`src/hdl/chacha20_stream_encryptor_top_assert.svh`:
```
// assertion macros for the chacha20 stream encryptor
`ifndef CHACHA20_STREAM_ENCRYPTOR_TOP_ASSERT_SVH
`define CHACHA20_STREAM_ENCRYPTOR_TOP_ASSERT_SVH
`ifndef NO_ASSERTIONS
`define CC_ASSERT_IMP(label, clk, rst_n, ante, cons) \
	label: assert property (@(posedge clk) disable iff (!rst_n) (ante) |-> (cons)) \
		else $error("assertion failed");
`define CC_ASSERT_NXT(label, clk, rst_n, ante, cons) \
	label: assert property (@(posedge clk) disable iff (!rst_n) (ante) |=> (cons)) \
		else $error("assertion failed");
`else
`define CC_ASSERT_IMP(label, clk, rst_n, ante, cons)
`define CC_ASSERT_NXT(label, clk, rst_n, ante, cons)
`endif
`endif

```
`src/hdl/cc20_pkg.sv`:
```
// shared types and constants for the chacha20 stream encryptor
package cc20_pkg;
	localparam logic [31:0] SIGMA0 = 32'h61707865;
	localparam logic [31:0] SIGMA1 = 32'h3320646e;
	localparam logic [31:0] SIGMA2 = 32'h79622d32;
	localparam logic [31:0] SIGMA3 = 32'h6b206574;
	localparam int unsigned NUM_ROUNDS = 20;

	typedef enum logic [2:0] {
		REG_KEY0 = 3'd0, REG_KEY1 = 3'd1, REG_KEY2 = 3'd2, REG_KEY3 = 3'd3,
		REG_NONCE_LO = 3'd4, REG_NONCE_HI = 3'd5, REG_INIT_CTR = 3'd6
	} reg_idx_t;

	typedef enum logic [1:0] {
		ST_IDLE, ST_ROUND, ST_FINAL, ST_OUT
	} ctl_state_t;

	// controller to datapath
	typedef struct packed {
		logic load;      // load initial state from config and counter
		logic round;     // run one round (column or diagonal)
		logic finish;    // feed-forward add into keystream
		logic capture;   // take input byte and produce result
	} dp_cmd_t;

	// datapath to controller
	typedef struct packed {
		logic need_block; // byte position is zero
	} dp_sts_t;
endpackage

```
`src/hdl/cc20_ctrl.sv`:
```
// controller state machine: sequences block generation and byte transactions
module cc20_ctrl (
	input  logic              clk,
	input  logic              arst_n,
	input  logic              in_valid,
	output logic              in_ready,
	output logic              out_valid,
	input  logic              out_ready,
	input  cc20_pkg::dp_sts_t sts,
	output cc20_pkg::dp_cmd_t cmd
);
	import cc20_pkg::*;
	`include "chacha20_stream_encryptor_top_assert.svh"

	ctl_state_t state_q, state_d;
	logic [4:0] round_q;
	logic       out_valid_q;
	logic       out_free;

	assign out_free  = !out_valid_q || out_ready;
	assign out_valid = out_valid_q;

	// next state
	always_comb begin
		state_d = state_q;
		unique case (state_q)
			ST_IDLE: begin
				if (in_valid && sts.need_block) state_d = ST_ROUND;
			end
			ST_ROUND: begin
				if (round_q == 5'(NUM_ROUNDS - 1)) state_d = ST_FINAL;
			end
			ST_FINAL: state_d = ST_OUT;
			ST_OUT: begin
				if (in_valid && out_free) state_d = ST_IDLE;
			end
			default: state_d = ST_IDLE;
		endcase
	end

	// outputs
	always_comb begin
		cmd = '0;
		in_ready = 1'b0;
		unique case (state_q)
			ST_IDLE: begin
				cmd.load = in_valid && sts.need_block;
				if (!sts.need_block) begin
					in_ready = out_free;
					cmd.capture = in_valid && out_free;
				end
			end
			ST_ROUND: cmd.round = 1'b1;
			ST_FINAL: cmd.finish = 1'b1;
			ST_OUT: begin
				in_ready = out_free;
				cmd.capture = in_valid && out_free;
			end
			default: ;
		endcase
	end

	// state, round count and output valid
	always_ff @(posedge clk or negedge arst_n) begin
		if (!arst_n) begin
			state_q <= ST_IDLE;
			round_q <= '0;
			out_valid_q <= 1'b0;
		end else begin
			state_q <= state_d;
			if (state_q == ST_ROUND) round_q <= round_q + 5'd1;
			else round_q <= '0;
			if (cmd.capture) out_valid_q <= 1'b1;
			else if (out_ready) out_valid_q <= 1'b0;
		end
	end

	`CC_ASSERT_IMP(a_ready_free, clk, arst_n, in_ready, out_free)
	`CC_ASSERT_NXT(a_capture_valid, clk, arst_n, cmd.capture, out_valid_q)
	`CC_ASSERT_IMP(a_round_range, clk, arst_n, state_q == ST_ROUND,
		round_q < 5'(NUM_ROUNDS))
endmodule

```
`config.mk`:
```
export PLATFORM = sky130hd
export DESIGN_NAME = cc20_ctrl
export DESIGN_NICKNAME = d
export VERILOG_FILES = /design/src/hdl/cc20_pkg.sv /design/src/hdl/cc20_ctrl.sv
export VERILOG_INCLUDE_DIRS = /design/src /design/src/hdl
export SDC_FILE = /design/constraint.sdc
export NUM_CORES = 1
export LEC_CHECK = 0
export BUFFER_PORTS_ARGS = -buffer_cell sky130_fd_sc_hd__buf_4
export CAP_MARGIN = 20
export CELL_PAD_IN_SITES_DETAIL_PLACEMENT = 1
export CELL_PAD_IN_SITES_GLOBAL_PLACEMENT = 2
export CORE_MARGIN = 5
export CORE_UTILIZATION = 27
export DETAILED_ROUTE_END_ITERATION = 10
export GPL_TIMING_DRIVEN = 0
export PLACE_DENSITY_LB_ADDON = 0.1
export REMOVE_ABC_BUFFERS = 1
export SLEW_MARGIN = 10
export SYNTH_ARGS = -nofsm -noshare
export SYNTH_HDL_FRONTEND = slang
export SYNTH_SLANG_ARGS = --single-unit
```
`constraint.sdc`:
```
create_clock -name clk -period 1.6 [get_ports clk]
set_clock_uncertainty 0.15 [all_clocks]
set_input_delay 0.4 -clock clk [delete_from_list [all_inputs] [get_ports clk]]
set_output_delay 0.4 -clock clk [all_outputs]
set_load 0.005 [all_outputs]
```
* Word level (Yosys, flattened, before mapping)
Cells that the tools add are included.
Cells by class: add/sub/neg operators 1, equality and inequality tests 7, multiplexer cells 14, reductions and logical operators 7
Operator list (number):
- one-hot mux 2 bit (4 select lines) | 1
- 2-to-1 mux 1 bit | 7
- 2-to-1 mux 2 bit | 3
- != test 2 bit, second input constant | 3
- adder 5 x 1 -> 5 bit, second input constant | 1
- == test 5 bit, second input constant | 1
- 2-to-1 mux 5 bit | 1
- == test 2 bit, second input constant | 2
- one-hot mux 1 bit (2 select lines) | 2
- AND reduction 3 bit | 1
- == test 2 x 1 -> 1 bit, second input constant | 1
- logical AND 1 bit | 2
- logical NOT 2 bit | 1
- nonzero test 2 bit | 1
- logical NOT 1 bit | 1
- logical OR 1 bit | 1
Storage, ports and cells: input port bits 5, word-level logic and storage cells 32, register bits 8, output and inout bits 6

* Logic depth before layout (Yosys ltp)
Gate-level depths: netlist of run 1.
depth in word-level cells 6, depth in mapped cells 6, depth with buffers taken out 6

* Worst setup path before layout of run 1
Ideal clock, no wire load.
kind reg2out, from reg state_q[0], to out cmd[0] in the netlist's numbering, buffers on the path 0, stages on the path, launching flop included 7, slack -0.076 ns, data arrival time 1.126 ns, data required time 1.050 ns, cells stage by stage dfrtp_1 -> inv_1 -> ha_1 -> nor2b_1 -> o211a_1 -> nand2_1 -> inv_1
RTL lines:
- from (decl) | line cc20_ctrl.sv:15 | ctl_state_t state_q, state_d;
- from (signal assigned) | line cc20_ctrl.sv:70 | state_q <= state_d;
- to (decl) | line cc20_ctrl.sv:10 | output cc20_pkg::dp_cmd_t cmd

==> results of run 1 <==
[cell families (layout without fill, tap and decap cells)]
kind of cell,after synthesis,after routing,synth area share [%]
and+or+nand+nor,16,16,18.6
adders and majority gates,5,5,14.1
DFF,8,8,45.1
xor gates and xnor gates,3,3,5.92
AOI/OAI and AO/OA,5,5,10.7
buffers and inverters,4,32,3.38
muxes,1,1,2.25
[layout by cell type (no fill, tap or decap), drive strengths merged]
cell type	instances
a21oi	1
a221oi	1
a2bb2oi	1
and2	4
and3	1
buf	24
clkbuf	3
dfrtp	8
dlygate4sd3	1
ha	5
inv	4
mux2i	1
nand2	5
nand2b	1
nand3	2
nor2	1
nor2b	2
o211a	1
o31a	1
xnor2	2
xor2	1
[final cells by class]
| class | instances | area share, % |
|---|---|---|
| timing repair buffer | 25 | 29.9 |
| clock buffer | 3 | 2.96 |
| multi-input combinational | 30 | 36.3 |
| inverter | 4 | 1.97 |
| tap | 16 | 2.63 |
| sequential | 8 | 26.3 |
[flip-flops by register name, summed over array words and instances, names as in the netlist]
signal / cells
out_valid: 1
state_q: 2
round_q: 5
[metrics by stage]
stage          utilization, %  setup slack, ns  setup TNS, ns  total power [mW]
2_1_floorplan               -          -0.0763        -0.0763             0.592
3_3_place_gp             35.0           -0.228         -0.345             0.745
3_5_place_dp             35.0           -0.269         -0.466             0.777
4_1_cts                  45.1           -0.386          -1.56              1.19
5_1_grt                  49.4           -0.429          -2.25              1.45
6_report                 49.4           -0.369          -1.78              1.35
[power groups by stage]
stage          combinational, mW  sequential (mW)  clock [mW]
6_report                   0.898            0.302       0.151
5_1_grt                    0.977            0.310       0.167
4_1_cts                    0.737            0.297       0.155
3_5_place_dp               0.469            0.307           0
3_3_place_gp               0.443            0.302           0
2_1_floorplan              0.295            0.297           0
[worst min-delay path, stage by stage]
cell and delay [ns]:
buf_4 0.07, nand2b_1 0.15, nand2_2 0.05
[metal layers]
metal | wire length [microns] | GRT usage (%) | part of all wire, %
met1 | 473 | 10.2 | 41
met2 | 581 | 15.3 | 51
met3 | 82 | 6.51 | 7.1
met4 | 12 | 0 | 1.0
met5 | 0 | 0 | 0
[repair_timing]
| item | in CTS | in global routing |
|---|---|---|
| endpoints found under the setup margin | 7 | 8 |
| pin swaps | 3 | 3 |
| gates resized for setup | 14 | 10 |
| setup buffers | 10 | 4 |
| hold buffers | 1 | 0 |
| endpoints found under the hold margin | 8 | 0 |
[path summary, 6_finish.rpt]
path	endpoint	slack [ns]	cells past startpoint
min in group asynchronous	round_q[3]$_DFF_PN0_	0.35	2
max in group asynchronous	state_q[1]$_DFFE_PN0P_	0.82	2
worst min-delay path	out_valid$_DFFE_PN0P_	0.30	3
worst min register to register	round_q[0]$_DFF_PN0_	0.31	1
worst max-delay path	cmd[0]	-0.37	7
worst max register to register	out_valid$_DFFE_PN0P_	-0.29	12
==> flow_summary.ini, run 1 <==
[status]
status = complete, but fails checks
failed_checks = negative setup slack

[floorplanning]
die_width_microns = 50.6
coreArea_sq_um = 1540
start_util_pct = 28.8
fp.dieH_microns = 50.6
rows = 14
dieArea_sq_um = 2560
boundaryPins = 11

[sta]
fmax_mhz = 508
min_period_over_period_pct = 123
hold_slack_ns = 0.304
worst-slew-pin-transition_ns = 0.282
fin_crit_ns = 1.97
drv_slew = 0
finalHoldViolCount = 0
setup_ws_ns = -0.369
setup_violations = 8
rsz0062_at_grt = true
relSlewSlack_pct = 81.2

[critical_path]
path_max_fanout = 2
crit_family = flip-flops
crit_path_frequent_cell = inv_2
worst_path_max_delay_cell = dfrtp_1
arrival_ns = 1.42
crit_path_start = state_q[0]$_DFFE_PN0P_
end_kind = output port
cp-start-kind = flip-flop
cp_slowest_stage_delay_ns = 0.37
critPathBufInv = 3
required_ns = 1.05
timing.rr.start = state_q[0]$_DFFE_PN0P_
cp_cell_sequence = inv_2, ha_4, nor2b_4, o211a_1, nand2_2, inv_2, buf_6
critPathKind = flip-flop to output port

[job]
cap_violations = 0

[cells_and_area]
register_area_sq_um = 200
postLayoutCellArea_sq_um = 762
drive_above_1_share_pct = 57.1
num-fill-cells = 171
nNetsFinal = 82
final_cells = 86
multiInputGateArea_sq_um = 277
diodes = 0
syn_to_final_growth_pct = 71.5

[grt]
grt_pass1_wl_mm = 1.79
grt_remaining_overflow = 0
grt_usage_pct = 9.20
first_global_vias = 417
grt_antenna_before_repair = 0
grt_max_degree = 9

[synth]
yosysTopAreaCell = dfrtp_1
yosysMostFrequentCell = dfrtp_1
synth_area_leaders = dfrtp_1 45%, ha_1 14%, and2_1 5.6%
yosysTopAreaCellShare_pct = 45.1
yosysSeqAreaShare_pct = 45.1
synthCells = 42
synth-edff-count = 0
synthArstFlopShare_pct = 100
synth_top_flop_cell = dfrtp_1
synth_seq_cells = 8
syn_area_per_cell_sq_um = 10.6
synth_common_cells = 8 x dfrtp_1, 5 x ha_1, 5 x nand2_1
syn_area_sq_um = 444
yosysWarnings = 0
ys_types = 18

[drt]
vias = 402
drc = 0
first_pass_iters = 2
wirelength_mm = 1.15
vias_per_cell = 4.67
wire_per_inst_microns = 13.4
drt_iter0_markers = 1
ant_nets = 0

[pwr]
swShare_pct = 33.8
p_switching_mw = 0.457
power_frac_comb_pct = 66.5
p_clk_share_pct = 11.1
p_per_area_nw_per_um2 = 1770
internal-power_mw = 0.893
p_leak_nw = 0.395
ir_drop_mv = 0.701
power_frac_seq_pct = 22.4

[placed_design]
port-buffer-count = 10
hpwl_microns = 762
dpl-instance-area_sq_um = 539
dp_cells = 68
gp_congestion = 0.792

[clock_network]
cts_buffer_depth = 2
cts_sinks = 8
cts-root-buf = clkbuf_4
htree_levels = 1
cts_tree = done
cts_made_buffers = 3
clock_latency_ns = 0.25
path_clk_slew_ns = 0.05

[min_path]
min-delay-start = out_ready
hold_path_class = primary input to flip-flop
(Power assumes the default switching activity.)
==> run 2: changes to the inputs <==
--- a/config.mk
+++ b/config.mk
@@ -10,6 +10,7 @@
 export CAP_MARGIN = 20
 export CELL_PAD_IN_SITES_DETAIL_PLACEMENT = 1
 export CELL_PAD_IN_SITES_GLOBAL_PLACEMENT = 2
+export CORE_ASPECT_RATIO = 0.8
 export CORE_MARGIN = 5
 export CORE_UTILIZATION = 27
 export DETAILED_ROUTE_END_ITERATION = 10
==> flow_summary.ini, run 2 (synthesized netlist as in run 1, its figures left out) <==
[critical_path]
cp_slowest_stage_delay_ns = 0.38
path_max_fanout = 3
required_ns = 1.05
end_kind = output port
critPathBufInv = 3
reg2reg_setup_slack_ns = 0.01
crit_family = flip-flops
cp-start-kind = flip-flop
timing.rr.end = state_q[1]$_DFFE_PN0P_
cp_cell_sequence = inv_2, ha_4, nor2b_4, o211a_1, nand2_1, inv_1, buf_6
r2r_cells = 5
arrival_ns = 1.44
worst_path_max_delay_cell = dfrtp_1
critPathKind = flip-flop to output port
timing.rr.start = state_q[0]$_DFFE_PN0P_

[drt]
wire_per_inst_microns = 12.8
drc = 0
first_pass_iters = 2
wirelength_mm = 1.09
vias = 373
drt_iter0_markers = 1
ant_nets = 0
vias_per_cell = 4.39

[sta]
setup_violations = 5
setup_ws_ns = -0.388
fin_crit_ns = 1.99
hold_slack_ns = 0.308
rsz0062_at_grt = true
final.setup.tns_ns = -1.25
worst-slew-pin-transition_ns = 0.283
min_period_over_period_pct = 124
relSlewSlack_pct = 81.2
finalHoldViolCount = 0
drv_slew = 0
fmax_mhz = 503

[floorplanning]
boundaryPins = 11
start_util_pct = 27.9
die_width_microns = 55.3
fp.dieH_microns = 46.3
dieArea_sq_um = 2560
rows = 13
coreArea_sq_um = 1590

[status]
status = complete, but fails checks
failed_checks = negative setup slack

[grt]
grt_max_degree = 9
first_global_vias = 400
grt_pass1_wl_mm = 1.76
grt_usage_pct = 9.55
grt_antenna_before_repair = 0
grt_remaining_overflow = 0

[pwr]
power_frac_comb_pct = 62.0
p_leak_nw = 0.358
power_frac_seq_pct = 25.6
p_clk_share_pct = 12.4
ir_drop_mv = 0.575
p_switching_mw = 0.431
p_per_area_nw_per_um2 = 1700
power_mw = 1.22
internal-power_mw = 0.784
swShare_pct = 35.5

[cells_and_area]
diodes = 0
nNetsFinal = 75
top_register = round_q
final_common_cell = buf_4
layout_common_cells = 12 x buf_4, 8 x dfrtp_1, 5 x nand2_1, 5 x buf_6
drive_above_1_share_pct = 49.2
largest_register_ffs = 5
finish.utilization_pct = 44.9
syn_to_final_growth_pct = 61.1

[clock_network]
path_clk_slew_ns = 0.05
cts_buffer_depth = 2
htree_levels = 1
cts_made_buffers = 3
cts_tree = done
cts-root-buf = clkbuf_4
cts_sinks = 8
clock_latency_ns = 0.25

[placed_design]
port-buffer-count = 10
pre_cts_ws_ns = -0.293
hpwl_microns = 794
gp_congestion = 0.720

[min_path]
min-delay-start = out_ready
holdPathEnd = out_valid$_DFFE_PN0P_
hold_path_class = primary input to flip-flop
hold_depth = 3

[job]
cap_violations = 0
-- run 2: worst max path at each step --
stage | startpoint | end | slack (ns) | cells after the start
after floorplan | state_q[0]$_DFFE_PN0P_ | cmd[0] | -0.08 | 6
after global placement | state_q[0]$_DFFE_PN0P_ | cmd[0] | -0.23 | 7
after detailed placement | state_q[0]$_DFFE_PN0P_ | cmd[0] | -0.29 | 7
after CTS | state_q[0]$_DFFE_PN0P_ | cmd[0] | -0.39 | 7
after global routing | state_q[0]$_DFFE_PN0P_ | cmd[0] | -0.46 | 7
final | state_q[1]$_DFFE_PN0P_ | cmd[0] | -0.39 | 7
-- run 2: layout make-up --
type	instances	area, sq um
Inverter	4	15.0
Sequential cell	8	200
Tap cell	22	27.5
Fill cell	192	878
Multi-Input combinational cell	30	294
Timing Repair Buffer	18	156
Clock buffer	3	22.5
-- run 2: through the flow --
| step | area, sq um | cells |
|---|---|---|
| finish | 716 | 85 |
| global route | 716 | 85 |
| CTS | 679 | 84 |
| detailed placement | 547 | 74 |
| global placement | 547 | 74 |
| floorplan | 444 | 42 |
-- run 2: tightest hold or removal path, stage by stage --
cell      delay [ns]
buf_4           0.07
nand2b_1        0.14
nand2_1         0.06
-- run 2: metal layers --
metal  track usage [%]  wire (microns)  up-vias
li1                  -               -      184
met1              9.03             459      179
met2              16.3             548       10
met3              6.72              81        0
met4              4.37               0        0
met5                 0               0        -
-- run 2: timing repair --
item                       CTS  global route
hold endpoints to repair     8             0
setup buffers                6             2
hold buffers                 1             0
gates resized for setup     13             6
pin swaps                    3             4
setup endpoints to repair    7             7
-- run 2: power groups by stage --
stage / combinational (mW) / sequential, mW / clock [mW]
3_5_place_dp: 0.467 / 0.308 / 0
3_3_place_gp: 0.446 / 0.302 / 0
5_1_grt: 0.839 / 0.316 / 0.174
2_1_floorplan: 0.295 / 0.297 / 0
6_report: 0.754 / 0.311 / 0.150
4_1_cts: 0.685 / 0.297 / 0.163
==> run 3: changes to the inputs <==
--- a/config.mk
+++ b/config.mk
@@ -6,13 +6,14 @@
 export SDC_FILE = /design/constraint.sdc
 export NUM_CORES = 1
 export LEC_CHECK = 0
-export BUFFER_PORTS_ARGS = -buffer_cell sky130_fd_sc_hd__buf_4
+export ABC_AREA = 1
+export BUFFER_PORTS_ARGS = -buffer_cell sky130_fd_sc_hd__buf_2
 export CAP_MARGIN = 20
 export CELL_PAD_IN_SITES_DETAIL_PLACEMENT = 1
 export CELL_PAD_IN_SITES_GLOBAL_PLACEMENT = 2
 export CORE_ASPECT_RATIO = 0.8
 export CORE_MARGIN = 5
-export CORE_UTILIZATION = 27
+export CORE_UTILIZATION = 26
 export DETAILED_ROUTE_END_ITERATION = 10
 export GPL_TIMING_DRIVEN = 0
 export PLACE_DENSITY_LB_ADDON = 0.1
==> flow_summary.ini, run 3 <==
[placed_design]
dp_cells = 86
port-buffer-count = 10
dpl-instance-area_sq_um = 551
gp_congestion = 0.678
hpwl_microns = 805

[status]
failed_checks = negative setup slack
status = complete, but fails checks

[cells_and_area]
final_common_cell = buf_2
drive_above_1_share_pct = 45.9
finish.utilization_pct = 40.9
syn_to_final_growth_pct = 45.0
nNetsFinal = 86
multiInputGateArea_sq_um = 297
register_area_sq_um = 200
postLayoutCellArea_sq_um = 686
diodes = 0
num-fill-cells = 193
final_cells = 96
top_register = round_q
largest_register_ffs = 5
layout_common_cells = 10 x buf_2, 9 x nand2_1, 8 x dfrtp_1, 6 x nor2_1, 6 x buf_4

[pwr]
p_leak_nw = 0.349
ir_drop_mv = 0.732
p_per_area_nw_per_um2 = 1700
power_mw = 1.16

[critical_path]
required_ns = 1.05
r2r_cells = 7
critPathKind = flip-flop to output port
end_kind = output port
path_max_fanout = 3
cp-start-kind = flip-flop
arrival_ns = 1.32

[grt]
grt_pass1_wl_mm = 1.70
grt_antenna_before_repair = 0
grt_usage_pct = 8.65
grt_remaining_overflow = 0
grt_max_degree = 9
first_global_vias = 411

[drt]
vias = 396
wire_per_inst_microns = 11.3
vias_per_cell = 4.13
drt_iter0_markers = 1
wirelength_mm = 1.08
drc = 0
first_pass_iters = 3
ant_nets = 0

[synth]
syn_area_sq_um = 473
synth_top_family_by_area = simple AND/OR/NAND/NOR gates
yosysTopAreaCell = dfrtp_1
synth_xor_area_share_pct = 5.56
yosysTopAreaCellShare_pct = 42.3
yosys.area_share.simple_pct = 24.6
synthCells = 54
yosysWarnings = 0
synth.area.mux_share_pct = 0
synthArstFlopShare_pct = 100
synth_seq_cells = 8
ys_types = 19
yosysMostFrequentCell = nand2_1
syn_area_per_cell_sq_um = 8.76
synth_top_flop_cell = dfrtp_1
synthAdderAreaFrac_pct = 13.2
synth-edff-count = 0
yosysSeqAreaShare_pct = 42.3
synth_area_leaders = dfrtp_1 42%, ha_1 13%, nand2_1 7.1%
synth_common_cells = 9 x nand2_1, 8 x dfrtp_1, 7 x inv_1, 7 x nor2_1, 5 x ha_1
synth_compound_area_share_pct = 7.14

[sta]
relSlewSlack_pct = 87.7
worst-slew-pin-transition_ns = 0.185
drv_slew = 0
hold_slack_ns = 0.262
setup_violations = 5
setup_ws_ns = -0.265
fmax_mhz = 536
fin_crit_ns = 1.87
finalHoldViolCount = 0
rsz0062_at_grt = true
min_period_over_period_pct = 117

[floorplanning]
fp.dieH_microns = 48.1
rows = 13
die_width_microns = 57.7
boundaryPins = 11
dieArea_sq_um = 2780
coreArea_sq_um = 1680
start_util_pct = 28.2

[clock_network]
cts_made_buffers = 3
clock_latency_ns = 0.25
cts_tree = done
cts_buffer_depth = 2
cts_sinks = 8
path_clk_slew_ns = 0.05
cts-root-buf = clkbuf_4
htree_levels = 1

[job]
cap_violations = 0

[min_path]
hold_path_class = primary input to flip-flop
hold_depth = 4
[run 3: changes by cell type in the layout (fill, tap and decap cells not counted), sizes merged, moves of 2 or more]
cell	delta
nand2	+6
nor2	+6
and2	-4
inv	+4
nand4	+2
nor2b	-2
o21ai	+2
[run 3: area by class of cell]
cell class / instances / area share (%)
multi-input cells: 37 / 43.2
flip-flops and latches: 8 / 29.2
repair buffers: 17 / 15.3
inverters: 9 / 4.93
well taps: 22 / 4.01
clock buffers: 3 / 3.28
[run 3: path summary, 6_finish.rpt]
| check | start | slack [ns] | end |
|---|---|---|---|
| hold reg to reg | round_q[0]$_DFF_PN0_ | 0.31 | round_q[0]$_DFF_PN0_ |
| max in group asynchronous | arst_n | 0.77 | state_q[1]$_DFFE_PN0P_ |
| min in group asynchronous | arst_n | 0.37 | out_valid$_DFFE_PN0P_ |
| setup / recovery | state_q[0]$_DFFE_PN0P_ | -0.27 | in_ready |
| hold / removal | out_ready | 0.26 | out_valid$_DFFE_PN0P_ |
| setup reg to reg | state_q[0]$_DFFE_PN0P_ | 0.12 | state_q[0]$_DFFE_PN0P_ |
[run 3: cells by family after synthesis]
family,after synthesis
and+or+nand+nor,25
buffers and inverters,9
DFF,8
adders and majority gates,5
AOI/OAI and AO/OA,4
xor gates and xnor gates,3
[run 3: power breakdown]
part / internal [mW] / switching (mW) / total [mW]
clock network: 0.0856 / 0.0652 / 0.151
registers: 0.256 / 0.0400 / 0.296
logic: 0.364 / 0.352 / 0.716
[run 3: routing by layer]
metal  up-vias  track usage [%]  wire [microns]
met4         0             1.39              14
met3         2             5.56              81
li1        209                -               -
met5         -                0               0
met2        11             13.3             466
met1       174             10.5             520
[run 3: repair_timing]
item	CTS	global route
endpoints found under the hold margin	8	0
hold buffers	1	0
endpoints found under the setup margin	5	5
pin swaps	3	4
buffers inserted	4	2
resized for setup	12	1
[run 3: per-stage QoR]
stage / setup WS (ns) / setup TNS [ns]
2_1_floorplan: 0.0158 / 0
4_1_cts: -0.266 / -0.809
3_5_place_dp: -0.165 / -0.344
5_1_grt: -0.348 / -1.08
6_report: -0.265 / -0.744
3_3_place_gp: -0.168 / -0.338
[run 3: worst max-delay path, stage by stage (launching register included)]
cell and delay (ns):
dfrtp_1 0.39, inv_2 0.09, ha_4 0.21, o21bai_4 0.18, a21oi_2 0.09, buf_2 0.11
